[src/rgbmix_pkg.sv]
// ----------------------------------------------------------------------------
// rgbmix_pkg
// Types, register indexes and arithmetic helpers for the RGBCCT color mix.
// ----------------------------------------------------------------------------
package rgbmix_pkg;

  localparam int CFG_IDX_W  = 3;
  localparam int CFG_DATA_W = 48;
  localparam int QUO_W      = 8;

  localparam logic [CFG_IDX_W-1:0] REG_MAIN_GAINS   = 3'd0;
  localparam logic [CFG_IDX_W-1:0] REG_CROSS_GAINS  = 3'd1;
  localparam logic [CFG_IDX_W-1:0] REG_CCT_GAINS    = 3'd2;
  localparam logic [CFG_IDX_W-1:0] REG_WARM_KELVIN  = 3'd3;
  localparam logic [CFG_IDX_W-1:0] REG_COLD_KELVIN  = 3'd4;
  localparam logic [CFG_IDX_W-1:0] REG_TARGET_KELVIN = 3'd5;
  localparam logic [CFG_IDX_W-1:0] REG_NEUTRAL_BAND = 3'd6;
  localparam logic [CFG_IDX_W-1:0] REG_BRIGHT_MODE  = 3'd7;

  localparam logic [13:0] KELVIN_MIN = 14'd1000;
  localparam logic [13:0] KELVIN_MAX = 14'd10000;

  typedef struct packed {
    logic [11:0] pixel_index;
    logic [15:0] red_in;
    logic [15:0] green_in;
    logic [15:0] blue_in;
    logic [15:0] white_in;
    logic [15:0] warm_in;
    logic [15:0] cold_in;
    logic        use_brightness;
  } pix_in_t;

  typedef struct packed {
    logic [11:0] pixel_index_out;
    logic [15:0] red_out;
    logic [15:0] green_out;
    logic [15:0] blue_out;
    logic [15:0] warm_out;
    logic [15:0] cold_out;
  } pix_out_t;

  typedef enum logic [1:0] {
    WSEL_NONE,
    WSEL_FULL,
    WSEL_DIV
  } wsel_t;

  typedef struct packed {
    logic [11:0] idx;
    logic [15:0] mr;
    logic [15:0] mg;
    logic [15:0] mb;
    logic [15:0] mw;
    logic [15:0] dw;
    logic [15:0] dc;
    logic [15:0] lo;
    wsel_t       wsel;
    logic        gate;
    logic        korder;
  } mix_ctx_t;

  // v*g + 127, ready for the divide by 255
  function automatic logic [23:0] gmul(logic [15:0] v, logic [7:0] g);
    return 24'(v) * 24'(g) + 24'd127;
  endfunction

  // Exact x/255: low estimate from the 1/256 series, then up to three fixups.
  function automatic logic [16:0] div255(logic [23:0] x);
    logic [16:0] q0;
    logic [24:0] r;
    q0 = 17'(x >> 8) + 17'(x >> 16);
    r  = {1'b0, x} - {q0, 8'b0} + 25'(q0);
    return q0 + 17'(r >= 25'd255) + 17'(r >= 25'd510) + 17'(r >= 25'd765);
  endfunction

  function automatic logic [15:0] sat16(logic [17:0] v);
    return (v > 18'd65535) ? 16'hFFFF : v[15:0];
  endfunction

  function automatic logic [13:0] clamp14(logic [13:0] v, logic [13:0] lo, logic [13:0] hi);
    if (v < lo) return lo;
    if (v > hi) return hi;
    return v;
  endfunction

endpackage

[src/rgbmix_div.sv]
// ----------------------------------------------------------------------------
// rgbmix_div
// Pipelined restoring divider for an 8-bit quotient, two bits per stage.
// ----------------------------------------------------------------------------
module rgbmix_div #(
  parameter int NUM_W = 24,
  parameter int DEN_W = 16
) (
  input  logic                         clk,
  input  logic [NUM_W-1:0]             num,
  input  logic [DEN_W-1:0]             den,
  output logic [rgbmix_pkg::QUO_W-1:0] quo
);

  localparam int QW     = rgbmix_pkg::QUO_W;
  localparam int QI_W   = $clog2(QW);
  localparam int BITS   = 2;
  localparam int STAGES = QW / BITS;
  localparam int EXT_W  = NUM_W + QW;

  logic [NUM_W-1:0] rem_r [STAGES];
  logic [DEN_W-1:0] den_r [STAGES];
  logic [QW-1:0]    quo_r [STAGES];

  // Quotient is known to fit QW bits (num < 2^QW * den).
  for (genvar s = 0; s < STAGES; s++) begin : g_stage
    logic [NUM_W-1:0] rem_in, rem_nxt;
    logic [QW-1:0]    quo_in, quo_nxt;
    logic [DEN_W-1:0] den_in;

    if (s == 0) begin : g_first
      assign rem_in = num;
      assign quo_in = '0;
      assign den_in = den;
    end else begin : g_next
      assign rem_in = rem_r[s-1];
      assign quo_in = quo_r[s-1];
      assign den_in = den_r[s-1];
    end

    always_comb begin
      logic [EXT_W-1:0] shv;
      rem_nxt = rem_in;
      quo_nxt = quo_in;
      for (int k = 0; k < BITS; k++) begin
        shv = EXT_W'(den_in) << (QW - 1 - s * BITS - k);
        if (EXT_W'(rem_nxt) >= shv) begin
          rem_nxt = rem_nxt - NUM_W'(shv);
          quo_nxt[QI_W'(QW - 1 - s * BITS - k)] = 1'b1;
        end
      end
    end

    always_ff @(posedge clk) begin
      rem_r[s] <= rem_nxt;
      quo_r[s] <= quo_nxt;
      den_r[s] <= den_in;
    end
  end

  assign quo = quo_r[STAGES-1];

endmodule

[config.mk]
export PLATFORM = sky130hd
export DESIGN_NAME = rgbmix_div
export DESIGN_NICKNAME = d
export VERILOG_FILES = /design/src/rgbmix_pkg.sv /design/src/rgbmix_div.sv
export SDC_FILE = /design/constraint.sdc
export NUM_CORES = 1
export LEC_CHECK = 0
export BUFFER_PORTS_ARGS = -buffer_cell sky130_fd_sc_hd__buf_4
export CORE_UTILIZATION = 50
export CTS_CLUSTER_SIZE = 16
export DETAILED_ROUTE_END_ITERATION = 12
export PLACE_DENSITY = 0.71
export SYNTH_ARGS = -nofsm -noshare
export SYNTH_HDL_FRONTEND = slang
export SYNTH_SLANG_ARGS = --single-unit
[constraint.sdc]
create_clock -name clk -period 13.7 [get_ports clk]
set_input_delay 1.37 -clock clk [delete_from_list [all_inputs] [get_ports clk]]
set_output_delay 1.37 -clock clk [all_outputs]
set_load 0.005 [all_outputs]
Word level (Yosys, flattened, before mapping)
Memory sizes are Yosys's and may differ from the RTL's.
Index checks and enable logic that the tools add are counted.
{ "word_totals": {"mem_bits_rw": 192, "word_cells": 31, "out_inout_bits": 8, "input_bits": 41, "register_bits": 0, "n_memories": 3} }
{ "classes": {"muxes": 12, "n_addsub": 8, "magnitude_cmp": 8} }
{ "mem_list": {"columns": ["name", "words", "width", "rd", "rd_clocked_by_memory_dff", "write_ports", "line_no", "rtl"], "rows": [
  ["rem_r", 4, 24, 3, 0, 4, "rgbmix_div.sv:21", "logic [NUM_W-1:0] rem_r [STAGES];"],
  ["den_r", 4, 16, 3, 0, 4, "rgbmix_div.sv:22", "logic [DEN_W-1:0] den_r [STAGES];"],
  ["quo_r", 4, 8, 4, 0, 4, "rgbmix_div.sv:23", "logic [QW-1:0] quo_r [STAGES];"]
]} }
{ "op_table": {"columns": ["op", "n"], "rows": [
  ["$mux W24", 8],
  ["$ge A24 B16 Y1", 1],
  ["$ge A24 B17 Y1", 1],
  ["$ge A24 B18 Y1", 1],
  ["$ge A24 B19 Y1", 1],
  ["$ge A24 B20 Y1", 1],
  ["$ge A24 B21 Y1", 1],
  ["$ge A24 B22 Y1", 1],
  ["$ge A24 B23 Y1", 1],
  ["$sub A24 B16 Y24", 1],
  ["$sub A24 B17 Y24", 1],
  ["$sub A24 B18 Y24", 1],
  ["$sub A24 B19 Y24", 1],
  ["$sub A24 B20 Y24", 1],
  ["$sub A24 B21 Y24", 1],
  ["$sub A24 B22 Y24", 1],
  ["$sub A24 B23 Y24", 1],
  ["$mux W1", 4]
]} }

Depth between registers and ports, before layout
Gate-level depths: netlist of run 1.
An unclocked memory read counts as a cell.
{ "logic_depth": {"depth_word": 5, "depth_mapped": 23, "mapped_depth_nobuf": 21} }

Worst setup path before layout of run 1
OpenSTA, ideal clock, no wires.
{ "synth_timing": {"path_kind": "input to register", "startpoint": "input port den[10]", "endpoint": "memory rem_r[0][13]", "path_stages": 20, "t_arrival_ns": 6.008, "setup_time_ns": 0.121, "required_ns": 13.579, "path_slack_ns": 7.571, "n_path_buf": 2, "path_cell_list": "inv_1 ha_1 a21o_1 a21oi_1 o21ai_0 a21boi_1 a211oi_2 clkbuf_1 mux2_2 ha_1 a21o_1 a21oi_1 nor2b_1 o21a_1 o21ai_1 nor2_1 nor4_1 nor4b_4 buf_4 mux2_2"} }
{ "synth_rtl": {"columns": ["item", "line_no", "rtl"], "rows": [
  ["start, declared", "rgbmix_div.sv:11", "input logic [DEN_W-1:0] den,"],
  ["end, declared", "rgbmix_div.sv:21", null]
]} }

==> results of run 1 <==
==> worst max-delay path by stage <==
stage	to	start	slack, ns	cells past startpoint
floorplan	rem_r[0][13]$_DFF_P_	den[10]	7.57	20
global placement	rem_r[0][8]$_DFF_P_	num[0]	6.90	18
detailed placement	rem_r[0][8]$_DFF_P_	num[0]	6.76	18
CTS	rem_r[0][15]$_DFF_P_	num[0]	7.21	18
global route	rem_r[0][8]$_DFF_P_	num[0]	6.72	18
finish	rem_r[0][8]$_DFF_P_	num[0]	7.19	18
==> layout by cell type, fill, tap and decap left out, drive strengths merged, types with 48 or more instances in the layout <==
| cell | n |
|---|---|
| nand2 | 75 |
| dfxtp | 126 |
| xnor2 | 57 |
| a21oi | 105 |
| buf | 48 |
| inv | 109 |
| ha | 128 |
| mux2 | 61 |
| o21ai | 63 |
| nor2 | 91 |
==> kinds of logic (layout without fill, tap and decap cells) <==
kind of cell	Yosys count	count (layout)	share of synthesized area
xor gates and xnor gates	88	88	0.0732
DFF	126	126	0.239
buffers and inverters	134	188	0.0533
AOI/OAI and AO/OA	352	352	0.222
other	1	4	0.000356
and+or+nand+nor	345	345	0.171
adders and majority gates	135	135	0.165
muxes	72	72	0.0757
==> stage by stage <==
stage	util	setup slack (ns)	cells
CTS	0.574	7.21	1580
global placement	0.544	6.90	1548
detailed placement	0.544	6.76	1548
finish	0.574	7.19	1580
global route	0.574	6.72	1580
floorplan	-	7.57	1256
==> flip-flops by register name (all words and copies together) (netlist names) <==
name and cells:
rem_r 72, den_r 48, quo_r 6
==> where the power goes <==
part           switching [mW]  leakage (nW)  internal [mW]
registers              0.0837          1.06          0.496
clock network           0.167         0.290          0.291
logic                    1.27          3.92           1.07
==> critical path, stage by stage <==
cell,delay [ns]
buf_4,0.11
nor4_1,0.62
nand3_1,0.18
a31oi_1,0.23
o21ai_0,0.15
a211oi_2,0.20
buf_4,0.30
mux2_2,0.41
ha_1,0.35
a21o_1,0.20
a21oi_1,0.22
nor2b_1,0.08
o21a_1,0.20
o21ai_1,0.21
nor2_1,0.08
nor4_1,0.51
nor4b_4,0.94
mux2_2,0.43
==> routing by layer <==
metal / part of all wire / vias up / global-route usage
li1: - / 4631 / -
met1: 0.46 / 4100 / 0.280
met2: 0.49 / 189 / 0.413
met3: 0.031 / 41 / 0.0311
met4: 0.026 / 0 / 0.0912
met5: 0 / - / 0
==> final cells by class <==
class | instances | area, sq um | area share
Multi-Input combinational cell | 996 | 7490 | 0.639
Sequential cell | 126 | 2520 | 0.215
Clock buffer | 19 | 443 | 0.0378
Inverter | 108 | 405 | 0.0346
Timing Repair Buffer | 48 | 360 | 0.0307
Tap cell | 270 | 338 | 0.0288
Clock inverter | 13 | 163 | 0.0139
==> run summary, run 1 <==
RSZ-0062 raised after global routing = no
Mean Syn Cell Area = 8.41 sq um
fin crit share = 0.475
Worst setup EP type = register
Hold Path Sink = quo_r[3][2]$_DFF_P_
IO Pins = 49
via/cell ratio = 5.67
status = finished, final reports clean
CTS clock-pin slew for the worst setup and hold paths = 0.06 ns
VDD IR max = 0.000133 V
CP max FO = 24
DRT antenna net count = 0
Synth top area share = 0.239
R2R setup slack = 7.38 ns
GRT overflow = 0
worst hold slack = 0.326 ns
cells after synthesis = 1253
DIE AREA = 21700 sq um
Rows = 52
critical path class = input port to register
skew final = 0.0105 ns
vias in the first global route = 8847
final setup vio count = 0
final WL = 24100 um
most frequent cell after synthesis = ha_1
max_cap viols = 0
Least-Margin Pin Slew = 1.09 ns
YS warnings = 0
sequential area share after synthesis = 0.239
Vias = 8961
Core Footprint = 20400 sq um
Die H = 147 um
PostCTS Resize Cnt = 0
max-slew violations = 0
# Post-CTS Setup Buffers = 0
R2R depth = 19
dpl hpwl = 19600 um
Synth area leaders = dfxtp_1, ha_1, a21oi_1, mux2_2, xnor2_1
Max transition margin = 0.270
Post-synth EDFFs = 0
Global Route Usage Sum = 0.232
design area = 11700 sq um
fill count = 1893
Post-Synthesis Cell Area = 10500 sq um
share of layout cells above drive strength 1 = 0.120
pin count of the biggest net entering global routing = 30
Root Buffer Master = clkbuf_16
Die W = 147 um
distinct cell type count after synthesis = 84
starting density of the core = 0.516
top_reg_cell synth = dfxtp_1
R2R Path End = rem_r[2][7]$_DFF_P_
Num CTS Buffers = 17
top cell types by occurrence after synthesis = ha_1, dfxtp_1, inv_1, a21oi_1, nor2_1
Synth-to-Final Area Change = 11.2%
Worst EP required = 14.00 ns
fin crit period = 6.51 ns
Hold Crit Start = quo_r[2][2]$_DFF_P_
CP startpoint kind = input port
worst reg2reg path startpoint = den_r[1][12]$_DFF_P_
total power = 3.38 mW
Lkg Pwr = 5.27 nW
ANT cells = 0
drc violations = 0
Min-Delay Path Class = register to register
WL per Instance = 15.3 um
max frequency = 0.154 GHz
Seq cells post-synth = 126
initial DRC count = 475
Routability Congestion = 0.919
Power Density = 289 nW/um^2
placed cell areas = 11100 sq um
port bufs = 44
CTS sink count = 126
CTS H-tree lvls = 4
sum of negative setup slack = 0 ns
clk_lat worst skew = 0.42 ns
top cell type by total area after synthesis = dfxtp_1
first-pass GRT wire length = 40700 um
CP arrival = 6.81 ns
WHS Path Cells = 0
DR pass1 iterations = 5
Fin. Hold Viols = 0
TritonCTS clock tree = done
fin nets = 1473
initial antenna violation count = 0
Post-CTS Hold Buffers = 0
clk buf depth = 2
ys async rst share = 0
(Power assumes the default switching activity.)
==> run 2: changes to the inputs <==
clock period = 6.5 ns   (was 13.7 ns; I/O delays follow)
==> run summary, run 2 (synthesis gave the netlist of run 1 again) <==
CTS H-tree lvls = 4 (unchanged)
RSZ-0062 raised after global routing = no (unchanged)
# Post-CTS Setup Buffers = 0 (unchanged)
fin crit period = 5.51 ns
via/cell ratio = 5.78 (was 5.67)
initial DRC count = 423 (was 475)
max_cap viols = 0 (unchanged)
DIE AREA = 21700 sq um (unchanged)
Min-Delay Path Class = register to register (unchanged)
skew final = 0.00808 ns (was 0.0105 ns)
commonest non-fill, non-tap cell in the layout = ha_1 (unchanged)
Top Usage Layer GRT = met2 (unchanged)
fin worst setup slack = 0.992 ns (was 7.19 ns)
Root Buffer Master = clkbuf_16 (unchanged)
sum of negative setup slack = 0 ns (unchanged)
fin nets = 1478 (was 1473)
final setup vio count = 0 (unchanged)
worst hold slack = 0.326 ns (about the same)
ANT cells = 0 (unchanged)
CP max FO = 17 (was 24)
Max transition margin = 0.457 (was 0.270)
max FFs per register = 72 (unchanged)
pin count of the biggest net entering global routing = 22 (was 30)
WL per Instance = 15.8 um (was 15.3 um)
Die W = 147 um (unchanged)
Die H = 147 um (unchanged)
final WL = 25000 um (was 24100 um)
clk buf depth = 2 (unchanged)
CP delay by family, top = compound AO/OA/AOI/OAI gates (was simple AND/OR/NAND/NOR gates)
dpl hpwl = 20400 um (was 19600 um)
clk_lat worst skew = 0.42 ns (about the same)
DR pass1 iterations = 5 (unchanged)
CP max stage delay = 0.76 ns (was 0.94 ns)
max frequency = 0.182 GHz
IO Pins = 49 (unchanged)
area of the multi-input gates = 7490 sq um (unchanged)
Num CTS Buffers = 17 (unchanged)
M1 GR Usage = 0.284 (was 0.280)
switch share = 0.453 (was 0.450)
Routability Congestion = 0.913 (was 0.919)
TritonCTS clock tree = done (unchanged)
Synth-to-Final Area Change = 11.7% (was 11.2%)
Worst setup EP type = register (unchanged)
worst-path cell chain = inv_1 > ha_1 > nor2b_1 > o31a_1 > o211ai_1 > nand2_1 > a311oi_4 > buf_4 > nor2_1 > a21oi_1 > fa_1 > nor2b_1 > o21ai_0 > nand2_1 > nor2_1 > o211ai_1 > nor2_1 > and4_1 > mux2_2 (was buf_4 > nor4_1 > nand3_1 > a31oi_1 > o21ai_0 > a211oi_2 > buf_4 > mux2_2 > ha_1 > a21o_1 > a21oi_1 > nor2b_1 > o21a_1 > o21ai_1 > nor2_1 > nor4_1 > nor4b_4 > mux2_2)
CP startpoint kind = register (was input port)
Rows = 52 (unchanged)
Lkg Pwr = 5.29 nW (was 5.27 nW)
first-pass GRT wire length = 41800 um (was 40700 um)
Reg with most FFs = rem_r (unchanged)
Combinational Power Share = 0.694 (was 0.693)
NetSw = 3.27 mW (was 1.52 mW)
CP arrival = 5.82 ns (was 6.81 ns)
Post-CTS Hold Buffers = 0 (unchanged)
M3 GR Usage = 0.0401 (was 0.0311)
Register Area = 2520 sq um (unchanged)
vias in the first global route = 8902 (was 8847)
fill count = 1897 (was 1893)
Core Footprint = 20400 sq um (unchanged)
status = finished, final reports clean (unchanged)
Internal Power = 3.94 mW (was 1.86 mW)
share of layout cells above drive strength 1 = 0.123 (was 0.120)
VDD IR max = 0.000261 V (was 0.000133 V)
CTS clock-pin slew for the worst setup and hold paths = 0.06 ns (about the same)
sequential share of power = 0.169 (was 0.171)
Global Route Usage Sum = 0.240 (was 0.232)
Vias = 9155 (was 8961)
initial antenna violation count = 0 (unchanged)
Power Density = 613 nW/um^2 (was 289 nW/um^2)
dpl ws = 0.847 ns (was 6.76 ns)
met2 global-route usage = 0.422 (was 0.413)
biggest regs = rem_r (72), den_r (48), quo_r (6) (unchanged)
CTS sink count = 126 (unchanged)
total power = 7.22 mW (was 3.38 mW)
max-slew violations = 0 (unchanged)
crit path max-delay cell type = a311oi_4 (was nor4b_4)
Worst EP required = 6.81 ns (was 14.00 ns)
PostCTS Resize Cnt = 0 (unchanged)
drc violations = 0 (unchanged)
starting density of the core = 0.516 (unchanged)
Least-Margin Pin Slew = 0.795 ns (was 1.09 ns)
critical path class = register to register (was input port to register)
Fin. Hold Viols = 0 (unchanged)
port bufs = 44 (unchanged)
most frequent cells in the layout = ha_1, dfxtp_1, inv_1, a21oi_1, nor2_1 (unchanged)
fin crit share = 0.847
clock share of power = 0.136 (about the same)
GRT overflow = 0 (unchanged)
CP most frequent cell = nor2_1
DRT antenna net count = 0 (unchanged)
Buf/Inv on CP = 2 (unchanged)
==> run 2: per-layer routing <==
layer  part of all wire  wire [um]  up-vias
met2               0.49      12200      219
met4              0.034        862        0
met3              0.035        873       54
met5                  0          0        -
met1               0.44      11100     4228
li1                   -          -     4654
==> run 2: path summary, 6_finish.rpt <==
| check | startpoint | end | slack (ns) | depth (start not counted) |
|---|---|---|---|---|
| max | den_r[0][1]$_DFF_P_ | rem_r[1][7]$_DFF_P_ | 0.99 | 19 |
| min | quo_r[2][2]$_DFF_P_ | quo_r[3][2]$_DFF_P_ | 0.33 | 0 |
| max reg2reg | den_r[0][1]$_DFF_P_ | rem_r[1][7]$_DFF_P_ | 0.99 | 19 |
| min reg2reg | quo_r[2][2]$_DFF_P_ | quo_r[3][2]$_DFF_P_ | 0.33 | 0 |
==> run 2: cell type report <==
| type | count | area share |
|---|---|---|
| Multi-Input combinational cell | 996 | 0.637 |
| Sequential cell | 126 | 0.214 |
| Clock buffer | 18 | 0.0365 |
| Inverter | 108 | 0.0345 |
| Timing Repair Buffer | 53 | 0.0338 |
| Tap cell | 270 | 0.0287 |
| Clock inverter | 14 | 0.0154 |
==> run 2: power by group through the flow <==
| stage | combinational, mW | sequential (mW) | clock, mW |
|---|---|---|---|
| 6_report | 5.01 | 1.22 | 0.984 |
| 3_5_place_dp | 4.92 | 1.23 | 0 |
| 3_3_place_gp | 4.84 | 1.23 | 0 |
| 5_1_grt | 5.60 | 1.25 | 1.03 |
| 4_1_cts | 4.98 | 1.22 | 0.999 |
| 2_1_floorplan | 4.02 | 1.16 | 0 |
==> run 2: through the flow <==
step,utilization,cells,area (sq um)
6_report,0.576,1585,11800
5_1_grt,0.576,1585,11800
4_1_cts,0.576,1585,11800
3_5_place_dp,0.546,1553,11200
3_3_place_gp,0.546,1553,11200
2_1_floorplan,-,1256,10500
